--- src/sv/fdr_pkg.sv ---
// Shared types and constants for the firmware download receiver.
// No dependencies.
`default_nettype none
package fdr_pkg;
    localparam int CHUNK_BYTES = 256;
    localparam int CIDX_W = $clog2(CHUNK_BYTES);
    localparam int CCNT_W = $clog2(CHUNK_BYTES + 1);
    localparam int WIDX_W = (CIDX_W > 2) ? CIDX_W - 2 : 1;
    localparam int QDEPTH = 4;
    localparam int QIDX_W = 2;
    localparam logic [15:0] CRC_POLY = 16'h1021;
    localparam logic [15:0] CRC_INIT = 16'hFFFF;

    localparam logic [1:0] K_START = 2'd0;
    localparam logic [1:0] K_BYTE  = 2'd1;
    localparam logic [1:0] K_ERASE = 2'd2;
    localparam logic [1:0] K_WRITE = 2'd3;

    localparam logic [2:0] R_READY  = 3'd0;
    localparam logic [2:0] R_ACK    = 3'd1;
    localparam logic [2:0] R_NACK   = 3'd2;
    localparam logic [2:0] R_ERASE  = 3'd3;
    localparam logic [2:0] R_WORD   = 3'd4;
    localparam logic [2:0] R_VERIFY = 3'd5;

    localparam logic [1:0] CFG_STAGING = 2'd0;
    localparam logic [1:0] CFG_FACTORY = 2'd1;
    localparam logic [1:0] CFG_RETRY   = 2'd2;

    // command from the front to the back
    typedef enum logic [2:0] {
        C_SIMPLE = 3'b001,  // one response
        C_BURST  = 3'b010,  // write words of the buffered chunk
        C_ACKVER = 3'b100   // ACK then verify
    } t_cmd_kind;

    typedef struct packed {
        t_cmd_kind   kind;
        logic [2:0]  resp;
        logic        aborted;
        logic [24:0] size;
        logic [31:0] crc;
        logic [23:0] offset;
        logic [CCNT_W-1:0] len;
    } t_cmd;

    typedef struct packed {
        logic [2:0]  response;
        logic [31:0] write_word;
        logic [23:0] write_offset;
        logic [24:0] image_size;
        logic [31:0] image_crc;
        logic        last;
        logic        aborted;
    } t_result;

    function automatic logic [15:0] crc16_byte(input logic [15:0] crc, input logic [7:0] b);
        logic [15:0] c;
        c = crc ^ {b, 8'h00};
        for (int i = 0; i < 8; i++) begin
            c = c[15] ? ((c << 1) ^ CRC_POLY) : (c << 1);
        end
        return c;
    endfunction
endpackage
`default_nettype wire

--- src/sv/fdr_ram.sv ---
// Generic single write, single registered read RAM.
// No dependencies.
`default_nettype none
module fdr_ram #(
    parameter int WIDTH = 8,
    parameter int DEPTH = 256
) (
    input  wire logic                     i_clk,
    input  wire logic                     i_we,
    input  wire logic [$clog2(DEPTH)-1:0] i_waddr,
    input  wire logic [WIDTH-1:0]         i_wdata,
    input  wire logic [$clog2(DEPTH)-1:0] i_raddr,
    output logic      [WIDTH-1:0]         o_rdata
);
    logic [WIDTH-1:0] r_mem [DEPTH];
    // write and registered read
    always_ff @(posedge i_clk) begin
        if (i_we) r_mem[i_waddr] <= i_wdata;
        o_rdata <= r_mem[i_raddr];
    end
endmodule
`default_nettype wire

--- src/sv/fdr_front.sv ---
// Front end: session protocol, header parse, chunk CRC, chunk buffer writes.
// Depends on fdr_pkg.
`default_nettype none
module fdr_front (
    input  wire logic        i_clk,
    input  wire logic        i_rst_n,
    input  wire logic        i_cfg_we,
    input  wire logic [1:0]  i_cfg_idx,
    input  wire logic [24:0] i_cfg_data,
    input  wire logic        i_valid,
    output logic             o_ready,
    input  wire logic [1:0]  i_kind,
    input  wire logic        i_tf,
    input  wire logic [7:0]  i_byte,
    input  wire logic        i_ok,
    output logic             o_cmd_valid,
    output fdr_pkg::t_cmd    o_cmd,
    input  wire logic        i_cmd_space,
    input  wire logic        i_burst_busy,
    output logic             o_buf_we,
    output logic [fdr_pkg::CIDX_W-1:0] o_buf_addr,
    output logic [7:0]       o_buf_data
);
    typedef enum logic [5:0] {
        P_IDLE = 6'b000001, P_HEADER = 6'b000010, P_ERASE = 6'b000100,
        P_DATA = 6'b001000, P_CRC = 6'b010000, P_WRITE = 6'b100000
    } t_phase;

    t_phase r_phase, n_phase;
    logic [24:0] r_stg, r_fac;
    logic [3:0]  r_rlim;
    logic        r_tf, n_tf;
    logic [2:0]  r_hc, n_hc;
    logic [31:0] r_size, n_size, r_crc32, n_crc32;
    logic [24:0] r_rem, n_rem;
    logic [fdr_pkg::CCNT_W-1:0] r_cc, n_cc;
    logic [15:0] r_rcrc, n_rcrc, r_xcrc, n_xcrc;
    logic [3:0]  r_retry, n_retry;
    logic [23:0] r_off, n_off;
    logic [fdr_pkg::CCNT_W-1:0] w_len;
    logic [24:0] w_lim;
    logic [3:0]  w_rnext;
    logic        w_acc;

    assign w_len = (r_rem > 25'(fdr_pkg::CHUNK_BYTES)) ?
                   fdr_pkg::CCNT_W'(fdr_pkg::CHUNK_BYTES) : fdr_pkg::CCNT_W'(r_rem);
    assign w_lim = r_tf ? r_fac : r_stg;
    assign w_rnext = r_retry + 4'd1;
    // a burst still reading the buffer blocks new chunk bytes
    assign o_ready = i_cmd_space && !(i_burst_busy && r_phase == P_DATA);
    assign w_acc = i_valid && o_ready;
    assign o_buf_we = w_acc && i_kind == fdr_pkg::K_BYTE && r_phase == P_DATA;
    assign o_buf_addr = r_cc[fdr_pkg::CIDX_W-1:0];
    assign o_buf_data = i_byte;

    // classify the accepted item
    always_comb begin
        n_phase = r_phase; n_tf = r_tf; n_hc = r_hc; n_size = r_size;
        n_crc32 = r_crc32; n_rem = r_rem; n_cc = r_cc; n_rcrc = r_rcrc;
        n_xcrc = r_xcrc; n_retry = r_retry; n_off = r_off;
        o_cmd_valid = 1'b0;
        o_cmd = '{kind: fdr_pkg::C_SIMPLE, resp: fdr_pkg::R_ACK, aborted: 1'b0,
                  size: '0, crc: '0, offset: '0, len: '0};
        if (w_acc) begin
            case (i_kind)
                fdr_pkg::K_START: begin
                    n_tf = i_tf; n_phase = P_HEADER; n_hc = '0; n_size = '0;
                    n_crc32 = '0; n_rem = '0; n_cc = '0; n_rcrc = fdr_pkg::CRC_INIT;
                    n_xcrc = '0; n_retry = '0; n_off = '0;
                    o_cmd_valid = 1'b1; o_cmd.resp = fdr_pkg::R_READY;
                end
                fdr_pkg::K_BYTE: begin
                    case (r_phase)
                        P_HEADER: begin
                            if (!r_hc[2]) n_size[r_hc[1:0]*8 +: 8] = i_byte;
                            else n_crc32[r_hc[1:0]*8 +: 8] = i_byte;
                            n_hc = r_hc + 3'd1;
                            if (r_hc == 3'd7) begin
                                o_cmd_valid = 1'b1;
                                if (n_size == '0 || n_size > {7'd0, w_lim}) begin
                                    n_phase = P_IDLE;
                                    o_cmd.resp = fdr_pkg::R_NACK; o_cmd.aborted = 1'b1;
                                end else begin
                                    n_phase = P_ERASE;
                                    o_cmd.resp = fdr_pkg::R_ERASE;
                                    o_cmd.size = n_size[24:0];
                                end
                            end
                        end
                        P_DATA: begin
                            n_rcrc = fdr_pkg::crc16_byte(r_rcrc, i_byte);
                            n_cc = r_cc + 1'b1;
                            if (n_cc >= w_len) begin
                                n_phase = P_CRC; n_hc = '0; n_xcrc = '0;
                            end
                        end
                        P_CRC: begin
                            if (r_hc == '0) begin
                                n_xcrc = {8'd0, i_byte}; n_hc = 3'd1;
                            end else begin
                                n_hc = '0;
                                o_cmd_valid = 1'b1;
                                if ({i_byte, r_xcrc[7:0]} == r_rcrc) begin
                                    n_retry = '0; n_phase = P_WRITE;
                                    o_cmd.kind = fdr_pkg::C_BURST;
                                    o_cmd.resp = fdr_pkg::R_WORD;
                                    o_cmd.offset = r_off; o_cmd.len = w_len;
                                end else begin
                                    n_retry = w_rnext;
                                    o_cmd.resp = fdr_pkg::R_NACK;
                                    if (w_rnext >= r_rlim) begin
                                        n_phase = P_IDLE; o_cmd.aborted = 1'b1;
                                    end else begin
                                        n_phase = P_DATA; n_cc = '0;
                                        n_rcrc = fdr_pkg::CRC_INIT; n_xcrc = '0;
                                    end
                                end
                            end
                        end
                        default: ;
                    endcase
                end
                fdr_pkg::K_ERASE: begin
                    if (r_phase == P_ERASE) begin
                        o_cmd_valid = 1'b1;
                        if (!i_ok) begin
                            n_phase = P_IDLE;
                            o_cmd.resp = fdr_pkg::R_NACK; o_cmd.aborted = 1'b1;
                        end else begin
                            n_rem = r_size[24:0]; n_off = '0; n_retry = '0;
                            n_cc = '0; n_hc = '0; n_rcrc = fdr_pkg::CRC_INIT;
                            n_xcrc = '0; n_phase = P_DATA;
                        end
                    end
                end
                default: begin
                    if (r_phase == P_WRITE) begin
                        o_cmd_valid = 1'b1;
                        if (!i_ok) begin
                            n_phase = P_IDLE;
                            o_cmd.resp = fdr_pkg::R_NACK; o_cmd.aborted = 1'b1;
                        end else begin
                            n_off = r_off + 24'(w_len);
                            n_rem = r_rem - 25'(w_len);
                            if (n_rem == '0) begin
                                n_phase = P_IDLE;
                                o_cmd.kind = fdr_pkg::C_ACKVER;
                                o_cmd.size = r_size[24:0]; o_cmd.crc = r_crc32;
                            end else begin
                                n_cc = '0; n_hc = '0; n_rcrc = fdr_pkg::CRC_INIT;
                                n_xcrc = '0; n_phase = P_DATA;
                            end
                        end
                    end
                end
            endcase
        end
    end

    // hold session state and configuration
    always_ff @(posedge i_clk) begin
        if (!i_rst_n) begin
            r_phase <= P_IDLE; r_tf <= 1'b0; r_hc <= '0; r_size <= '0; r_crc32 <= '0;
            r_rem <= '0; r_cc <= '0; r_rcrc <= fdr_pkg::CRC_INIT; r_xcrc <= '0;
            r_retry <= '0; r_off <= '0;
            r_stg <= 25'd393216; r_fac <= 25'd524288; r_rlim <= 4'd5;
        end else begin
            r_phase <= n_phase; r_tf <= n_tf; r_hc <= n_hc; r_size <= n_size;
            r_crc32 <= n_crc32; r_rem <= n_rem; r_cc <= n_cc; r_rcrc <= n_rcrc;
            r_xcrc <= n_xcrc; r_retry <= n_retry; r_off <= n_off;
            if (i_cfg_we) begin
                case (i_cfg_idx)
                    fdr_pkg::CFG_STAGING: r_stg <= i_cfg_data;
                    fdr_pkg::CFG_FACTORY: r_fac <= i_cfg_data;
                    fdr_pkg::CFG_RETRY:   r_rlim <= i_cfg_data[3:0];
                    default: ;
                endcase
            end
        end
    end

    assert property (@(posedge i_clk) disable iff (!i_rst_n)
        o_buf_we |-> !i_burst_busy) else $error("buffer written during burst");
    assert property (@(posedge i_clk) disable iff (!i_rst_n)
        o_cmd_valid |-> i_cmd_space) else $error("command into full queue");
    assert property (@(posedge i_clk) disable iff (!i_rst_n)
        r_phase == P_DATA |-> r_cc < w_len) else $error("chunk count overrun");
endmodule
`default_nettype wire

--- src/sv/fdr_back.sv ---
// Back end: command queue, chunk buffer reads, result output register.
// Depends on fdr_pkg and fdr_ram.
`default_nettype none
module fdr_back (
    input  wire logic        i_clk,
    input  wire logic        i_rst_n,
    input  wire logic        i_cmd_valid,
    input  wire fdr_pkg::t_cmd i_cmd,
    output logic             o_cmd_space,
    output logic             o_burst_busy,
    input  wire logic        i_buf_we,
    input  wire logic [fdr_pkg::CIDX_W-1:0] i_buf_addr,
    input  wire logic [7:0]  i_buf_data,
    output logic             o_valid,
    input  wire logic        i_ready,
    output fdr_pkg::t_result o_res
);
    fdr_pkg::t_cmd r_q [fdr_pkg::QDEPTH];
    logic [fdr_pkg::QIDX_W-1:0] r_wp, r_rp;
    logic [fdr_pkg::QIDX_W:0] r_cnt;
    fdr_pkg::t_cmd w_head;
    logic w_pop, w_emit, w_free, w_fin, w_load;

    // byte-serial word assembly
    logic        r_act, r_second, r_bpend;
    logic [fdr_pkg::CCNT_W:0] r_idx, r_ridx;
    logic [1:0]  r_lane;
    logic        r_rvalid;
    logic [31:0] r_word;
    logic [7:0]  w_rdata;
    logic [fdr_pkg::CIDX_W-1:0] w_raddr;

    assign w_head = r_q[r_rp];
    assign o_cmd_space = r_cnt < (fdr_pkg::QIDX_W+1)'(fdr_pkg::QDEPTH - 1);
    assign w_free = !o_valid || i_ready;
    // a queued or running burst still owns the chunk buffer
    assign o_burst_busy = r_bpend;

    assign w_emit = r_rvalid && r_lane == 2'd3;
    assign w_fin = r_act && w_emit && w_free &&
                   ((r_ridx + 1'b1) >= {1'b0, w_head.len});
    assign w_pop = (r_cnt != '0) && !r_act && w_free && !r_second &&
                   w_head.kind != fdr_pkg::C_BURST;
    assign w_load = (r_second && w_free) || w_pop || (r_act && w_emit && w_free);
    // hold the read address while a finished word waits for the output
    assign w_raddr = (w_emit && !w_free) ? r_ridx[fdr_pkg::CIDX_W-1:0]
                                         : r_idx[fdr_pkg::CIDX_W-1:0];

    fdr_ram #(.WIDTH(8), .DEPTH(fdr_pkg::CHUNK_BYTES)) u_buf (
        .i_clk(i_clk), .i_we(i_buf_we), .i_waddr(i_buf_addr), .i_wdata(i_buf_data),
        .i_raddr(w_raddr), .o_rdata(w_rdata));

    // queue, burst sequencer and output register
    always_ff @(posedge i_clk) begin
        logic [31:0] v;
        logic [7:0]  b;
        if (!i_rst_n) begin
            r_wp <= '0; r_rp <= '0; r_cnt <= '0; r_act <= 1'b0; r_second <= 1'b0;
            r_rvalid <= 1'b0; o_valid <= 1'b0; r_idx <= '0; r_ridx <= '0; r_lane <= '0;
            r_bpend <= 1'b0;
        end else begin
            o_valid <= w_load || (o_valid && !i_ready);
            if (i_cmd_valid) begin
                r_q[r_wp] <= i_cmd;
                r_wp <= r_wp + 1'b1;
            end
            if (i_cmd_valid && i_cmd.kind == fdr_pkg::C_BURST) r_bpend <= 1'b1;
            else if (w_fin) r_bpend <= 1'b0;
            if (r_second && w_free) begin
                // verify request after the final ACK
                r_second <= 1'b0;
                o_res <= '{response: fdr_pkg::R_VERIFY, write_word: '0, write_offset: '0,
                           image_size: w_head.size, image_crc: w_head.crc,
                           last: 1'b0, aborted: 1'b0};
                r_rp <= r_rp + 1'b1;
            end else if (w_pop) begin
                o_res <= '{response: w_head.kind == fdr_pkg::C_ACKVER ? fdr_pkg::R_ACK
                                                                       : w_head.resp,
                           write_word: '0, write_offset: '0,
                           image_size: (w_head.kind == fdr_pkg::C_ACKVER) ? '0
                                                                          : w_head.size,
                           image_crc: '0,
                           last: 1'b0, aborted: w_head.aborted};
                if (w_head.kind == fdr_pkg::C_ACKVER) r_second <= 1'b1;
                else r_rp <= r_rp + 1'b1;
            end
            if (!r_act && r_cnt != '0 && w_head.kind == fdr_pkg::C_BURST) begin
                r_act <= 1'b1; r_idx <= '0; r_rvalid <= 1'b0; r_lane <= '0;
            end else if (r_act && !(w_emit && !w_free)) begin
                // read one byte a cycle, pack into the word
                r_ridx <= r_idx; r_rvalid <= !w_fin;
                if (r_rvalid) begin
                    b = (r_ridx < {1'b0, w_head.len}) ? w_rdata : 8'hFF;
                    v = r_word;
                    v[r_lane*8 +: 8] = b;
                    r_word <= v;
                    r_lane <= r_lane + 2'd1;
                    if (r_lane == 2'd3) begin
                        o_res <= '{response: fdr_pkg::R_WORD, write_word: v,
                                   write_offset: w_head.offset + 24'(r_ridx - 2'd3),
                                   image_size: '0, image_crc: '0,
                                   last: w_fin, aborted: 1'b0};
                        if (w_fin) begin
                            r_act <= 1'b0; r_rp <= r_rp + 1'b1;
                        end
                    end
                end
                r_idx <= r_idx + 1'b1;
            end
            r_cnt <= r_cnt + (i_cmd_valid ? 1'b1 : 1'b0)
                     - (((r_second && w_free) || (w_pop && w_head.kind != fdr_pkg::C_ACKVER)
                        || w_fin) ? 1'b1 : 1'b0);
        end
    end

    assert property (@(posedge i_clk) disable iff (!i_rst_n)
        r_cnt <= (fdr_pkg::QIDX_W+1)'(fdr_pkg::QDEPTH)) else $error("queue overflow");
    assert property (@(posedge i_clk) disable iff (!i_rst_n)
        (o_valid && !i_ready) |=> o_valid) else $error("result dropped");
    assert property (@(posedge i_clk) disable iff (!i_rst_n)
        r_second |-> !r_act) else $error("verify during burst");
endmodule
`default_nettype wire

--- src/sv/firmware_download_receiver.sv ---
// Top level of the firmware download receiver.
// Depends on fdr_pkg, fdr_front, fdr_back, fdr_ram.
//
// Accepts one item a cycle unless held off: start, link byte, erase status or
// write status. A verified chunk of N bytes leaves as ceil(N/4) write words, as
// the back end reads the 256-byte chunk buffer one byte per cycle, when the
// output is free, through its single read port; while that burst runs, new
// chunk bytes are held off. Other items give at most two results, one per
// free output cycle, through a four-entry command queue and an output register.
`default_nettype none
module firmware_download_receiver (
    input  wire logic        i_clk,
    input  wire logic        i_rst_n,
    input  wire logic        i_cfg_we,
    input  wire logic [1:0]  i_cfg_idx,
    input  wire logic [24:0] i_cfg_data,
    input  wire logic        s_axis_tvalid,
    output logic             s_axis_tready,
    input  wire logic [15:0] s_axis_tdata,  // kind[1:0] data_byte[9:2] status_ok[10]
    input  wire logic        s_axis_tuser,  // target_factory
    output logic             m_axis_tvalid,
    input  wire logic        m_axis_tready,
    // response[2:0] write_word[34:3] write_offset[58:35] image_size[83:59]
    // image_crc[115:84] aborted[116]
    output logic [119:0]     m_axis_tdata,
    output logic             m_axis_tlast
);
    fdr_pkg::t_cmd    w_cmd;
    fdr_pkg::t_result w_res;
    logic w_cmd_valid, w_space, w_busy, w_bwe;
    logic [fdr_pkg::CIDX_W-1:0] w_baddr;
    logic [7:0] w_bdata;

    fdr_front u_front (
        .i_clk(i_clk), .i_rst_n(i_rst_n), .i_cfg_we(i_cfg_we), .i_cfg_idx(i_cfg_idx),
        .i_cfg_data(i_cfg_data), .i_valid(s_axis_tvalid), .o_ready(s_axis_tready),
        .i_kind(s_axis_tdata[1:0]), .i_tf(s_axis_tuser), .i_byte(s_axis_tdata[9:2]),
        .i_ok(s_axis_tdata[10]), .o_cmd_valid(w_cmd_valid), .o_cmd(w_cmd),
        .i_cmd_space(w_space), .i_burst_busy(w_busy), .o_buf_we(w_bwe),
        .o_buf_addr(w_baddr), .o_buf_data(w_bdata));

    fdr_back u_back (
        .i_clk(i_clk), .i_rst_n(i_rst_n), .i_cmd_valid(w_cmd_valid), .i_cmd(w_cmd),
        .o_cmd_space(w_space), .o_burst_busy(w_busy), .i_buf_we(w_bwe),
        .i_buf_addr(w_baddr), .i_buf_data(w_bdata), .o_valid(m_axis_tvalid),
        .i_ready(m_axis_tready), .o_res(w_res));

    // pack the result beat
    assign m_axis_tdata = {3'd0, w_res.aborted, w_res.image_crc, w_res.image_size,
                           w_res.write_offset, w_res.write_word, w_res.response};
    assign m_axis_tlast = w_res.last;
endmodule
`default_nettype wire

--- config.mk ---
export PLATFORM = sky130hd
export DESIGN_NAME = firmware_download_receiver
export DESIGN_NICKNAME = d
export VERILOG_FILES = /design/src/sv/fdr_pkg.sv /design/src/sv/fdr_ram.sv /design/src/sv/fdr_front.sv /design/src/sv/fdr_back.sv /design/src/sv/firmware_download_receiver.sv
export SDC_FILE = /design/constraint.sdc
export NUM_CORES = 2
export LEC_CHECK = 0
export ABC_CLOCK_PERIOD_IN_PS = 7100
export BUFFER_PORTS_ARGS = -buffer_cell sky130_fd_sc_hd__buf_4
export CAP_MARGIN = 20
export CORE_MARGIN = 5
export CORE_UTILIZATION = 35
export DETAILED_ROUTE_END_ITERATION = 10
export GPL_TIMING_DRIVEN = 0
export PLACE_DENSITY_LB_ADDON = 0.08
export SETUP_SLACK_MARGIN = 0.4
export SLEW_MARGIN = 25
export SYNTH_ARGS = -nofsm -noshare
export SYNTH_HDL_FRONTEND = slang
export SYNTH_SLANG_ARGS = --single-unit
--- constraint.sdc ---
create_clock -name i_clk -period 7.1 [get_ports i_clk]
set_clock_uncertainty 0.1 [all_clocks]
set_input_delay 0 -clock i_clk [delete_from_list [all_inputs] [get_ports i_clk]]
set_output_delay 0 -clock i_clk [all_outputs]
set_load 0.02 [all_outputs]
==> reports/qor.csv <==
stage,metric,value,unit
grt,grt.total_usage,0.2334,
critical_path,worstSetupPathType,flip-flop to flip-flop,
logic_synthesis,synth_edf_count,2578,
sta,max_freq,0.1507,GHz
routing,drc_errors,0,
placed_design,place.gp.congestion,0.9424,
critical_path,critPathRequiredTime,7.77,ns
clock_network,root_buffer,clkbuf_16,
routing,firstDrtPassIters,6,
sta,relSlewSlack,0.2024,
critical_path,crit_path_frequent_cell,buf_2,
routing,drtIter0Drc,8703,
logic_synthesis,yosys-top-cells-count,"edfxtp_1 (2578), nand2_1 (1655), nand3_1 (984)",
sta,fin_ws,0.4664,ns
run_status,outcome,completed,
logic_synthesis,ys_seq_elements,2834,
routing,ant_nets,0,
floorplanning,io_pins,172,
grt,grt_pass1_vias,73990,
power_and_ir_drop,power_density,303.8,mW/mm2
grt,antenna_found_initial,24,
job,maxCapViolCount,0,
logic_synthesis,syn_area,0.1166,mm2
sta,period_needed,6.634,ns
floorplanning,fp.dieH,587.2,um
critical_path,max_stage_delay,0.90,ns
clock_network,cts_buffer_depth,4,
sta,finalMaxSlewViolations,0,
power_and_ir_drop,ir_worst_vdd,0.0001876,V
logic_synthesis,seq_area_frac_synth,0.7078,
logic_synthesis,synth.most_common_cell,edfxtp_1,
logic_synthesis,synth_area_leader_cell,edfxtp_1,
logic_synthesis,synth_cells,8415,
sta,timing.final.crit_share,0.9343,
clock_network,post_cts_buffers,0,
cells_and_area,drive_above_1_share,0.1398,
clock_network,htree_levels,5,
placed_design,io_buffers,163,
placed_design,hpwl,288700,um
sta,finalSetupViolations,0,
sta,rsz0062_at_grt,false,
clock_network,tritoncts,yes,
worst_hold_path,hold_path.class,input pin to flip-flop,
floorplanning,die_w,587.2,um
cells_and_area,nets,9234,
sta,tightest_slew,1.192,ns
logic_synthesis,yosysTopAreaCellShare,0.6639,
logic_synthesis,synth_area_leaders,"edfxtp_1 (66%), mux4_2 (5.9%), nand2_1 (5.3%), dfxtp_1 (4.4%), nand3_1 (4.2%)",
floorplanning,design.die.area,0.3448,mm2
critical_path,cp_max_fo,10,
routing,vias_per_cell,5.532,
grt,gr-total-overflow,0,
critical_path,critPathLaunchType,flip-flop,
routing,vias,75890,
critical_path,critPathSlowestCell,buf_1,
logic_synthesis,syn_avg_cell_area,13.86,um2
critical_path,path_cells,"ha_1, nand4b_1, buf_2, mux2i_4, clkbuf_1, buf_2, buf_1, nand2_1, nand3_1, nand4_1, nor4_1, and4_1",
floorplanning,start_util,0.3506,
power_and_ir_drop,p_leak,45.80,nW
sta,whs,0.05595,ns
logic_synthesis,post_synth_num_cell_types,93,
routing,wl,415000,um
floorplanning,coreArea,0.3326,mm2
clock_network,cts_buffers,323,
floorplanning,num_rows,212,
logic_synthesis,synth_flop_cell,edfxtp_1,
clock_network,cts_sinks,2834,
clock_network,clk_transition_reported_paths,0.06,ns
clock_network,clk_latency,0.93,ns
grt,grt_pass1_wl,578100,um
critical_path,cp-end-kind,flip-flop,
logic_synthesis,yosys_warnings,0,
logic_synthesis,async_reset_ff_frac,0,
placed_design,pre_cts_ws,-0.2169,ns
cells_and_area,fillers,30830,
routing,routedWlPerCell,30.25,um
critical_path,cp.arrival,7.30,ns
sta,hold_violations,0,
cells_and_area,areaGrowthSynthToFinish,17.29,%
grt,grt_max_degree,108,
worst paths after layout:
check                        start                    endpoint  slack [ns]  depth (start not counted)
setup / recovery  u_back.r_lane[0]     u_back.u_buf.o_rdata[6]        0.47                         12
hold / removal     s_axis_tdata[5]  u_back.u_buf.r_mem[199][3]        0.06                          2
setup reg to reg  u_back.r_lane[0]     u_back.u_buf.o_rdata[6]        0.47                         12
hold reg to reg   u_front.r_stg[0]            u_front.r_stg[0]        0.35                          2
cell usage in the layout, fill, tap and decap left out, types with 32 or more instances in the layout:
| cell | Yosys | layout |
|---|---|---|
| nand4_1 | 65 | 65 |
| and2_1 | 91 | 87 |
| nand3_1 | 984 | 984 |
| clkbuf_1 | 322 | 341 |
| nor3_1 | 58 | 47 |
| a21oi_1 | 149 | 147 |
| clkbuf_16 | 0 | 336 |
| xor2_1 | 53 | 53 |
| clkinv_2 | 0 | 48 |
| nand2_1 | 1655 | 1650 |
| buf_16 | 0 | 36 |
| bufinv_16 | 0 | 32 |
| clkinv_1 | 0 | 64 |
| nand2b_1 | 43 | 43 |
| nor2_1 | 479 | 448 |
| edfxtp_1 | 2578 | 2578 |
| mux4_2 | 307 | 307 |
| buf_1 | 79 | 52 |
| a32oi_1 | 44 | 44 |
| buf_4 | 9 | 166 |
| and3_1 | 44 | 44 |
| a31oi_1 | 95 | 95 |
| mux2i_1 | 98 | 95 |
| clkbuf_2 | 0 | 52 |
| ha_1 | 115 | 115 |
| buf_2 | 108 | 136 |
| dfxtp_1 | 256 | 256 |
| dlygate4sd3_1 | 0 | 88 |
| inv_1 | 70 | 70 |
| a22oi_1 | 71 | 71 |
| o21ai_0 | 128 | 127 |
| a22o_1 | 95 | 95 |
| xnor2_1 | 55 | 55 |
per-stage QoR:
stage	instances	util	TNS (ns)	power [mW]	cell area [um2]
final	13720	0.4112	0	41.55	136800
after global routing	13720	0.4112	0	43.05	136800
after CTS	13710	0.4109	0	41.92	136700
after detailed placement	13040	0.3763	-0.8018	25.08	125200
after global placement	12970	0.3708	-376.84	25.00	123300
after floorplan	8417	-	0	22.60	116600
cell type report:
class                   count  area [um2]  share of cell area
plain buffers             521        2262             0.01654
inverters                  71       266.5            0.001949
clock inverters           171        1719             0.01257
clock buffers             414        8795             0.06430
flip-flops and latches   2834       82540              0.6035
well taps                4387        5489             0.04013
diodes                      4       10.01          0.00007319
multi-input cells        4991       31930              0.2335
repair buffers            325        3760             0.02749
critical path, delay by kind of cell (launching register included):
kind / cells / cell delay, ns
multiplexers: 1 / 0.71
AND/OR/NAND/NOR: 6 / 2.37
buffers and inverters: 4 / 2.65
adder cells (fa/ha/maj): 1 / 0.22
flip-flops: 1 / 0.34
sequential cells by signal, indices dropped and copies added, names as in the netlist, 10 cells and up:
signal,cells
u_back.r_ridx,10
u_front.r_stg,25
u_back.r_q,388
u_back.u_buf.r_mem,2048
u_front.r_crc32,32
u_front.r_off,24
u_back.r_word,24
u_front.r_rem,25
u_back.o_res,118
u_front.r_rcrc,16
u_front.r_fac,25
u_back.r_idx,10
u_front.r_size,32
per-layer routing:
metal  routed length [um]  vias up  part of all wire  global-route usage
met3                30810      625             0.074             0.04250
met2               184900     3064              0.45              0.3587
met5                   26        -          0.000063                   0
li1                     -    32980                 -                   -
met4                15450        4             0.037             0.07461
met1               183800    39220              0.44              0.3360
logic make-up after synthesis:
kind of cell | synth area share
XOR/XNOR | 0.008112
AO/OA/AOI/OAI | 0.04565
AND/OR/NAND/NOR | 0.1362
adder cells (fa/ha/maj) | 0.01285
other | 0.00006441
multiplexers | 0.06851
flip-flops | 0.7078
buffers and inverters | 0.02073
repair_timing:
action,CTS,global route
resized for setup,8,5
hold buffers,93,0
gates cloned,0,0
endpoints found under the setup margin,9,8
endpoints found under the hold margin,2105,0
where the power goes:
| group | internal [mW] | total, mW | switching (mW) | leakage [nW] |
|---|---|---|---|---|
| registers | 18.6 | 18.9 | 0.234 | 25.8 |
| logic | 2.19 | 5.84 | 3.65 | 14.9 |
| clock network | 9.91 | 16.8 | 6.92 | 5.13 |
| total | 30.7 | 41.5 | 10.8 | 45.8 |
Power figures use the tool's default switching activity.
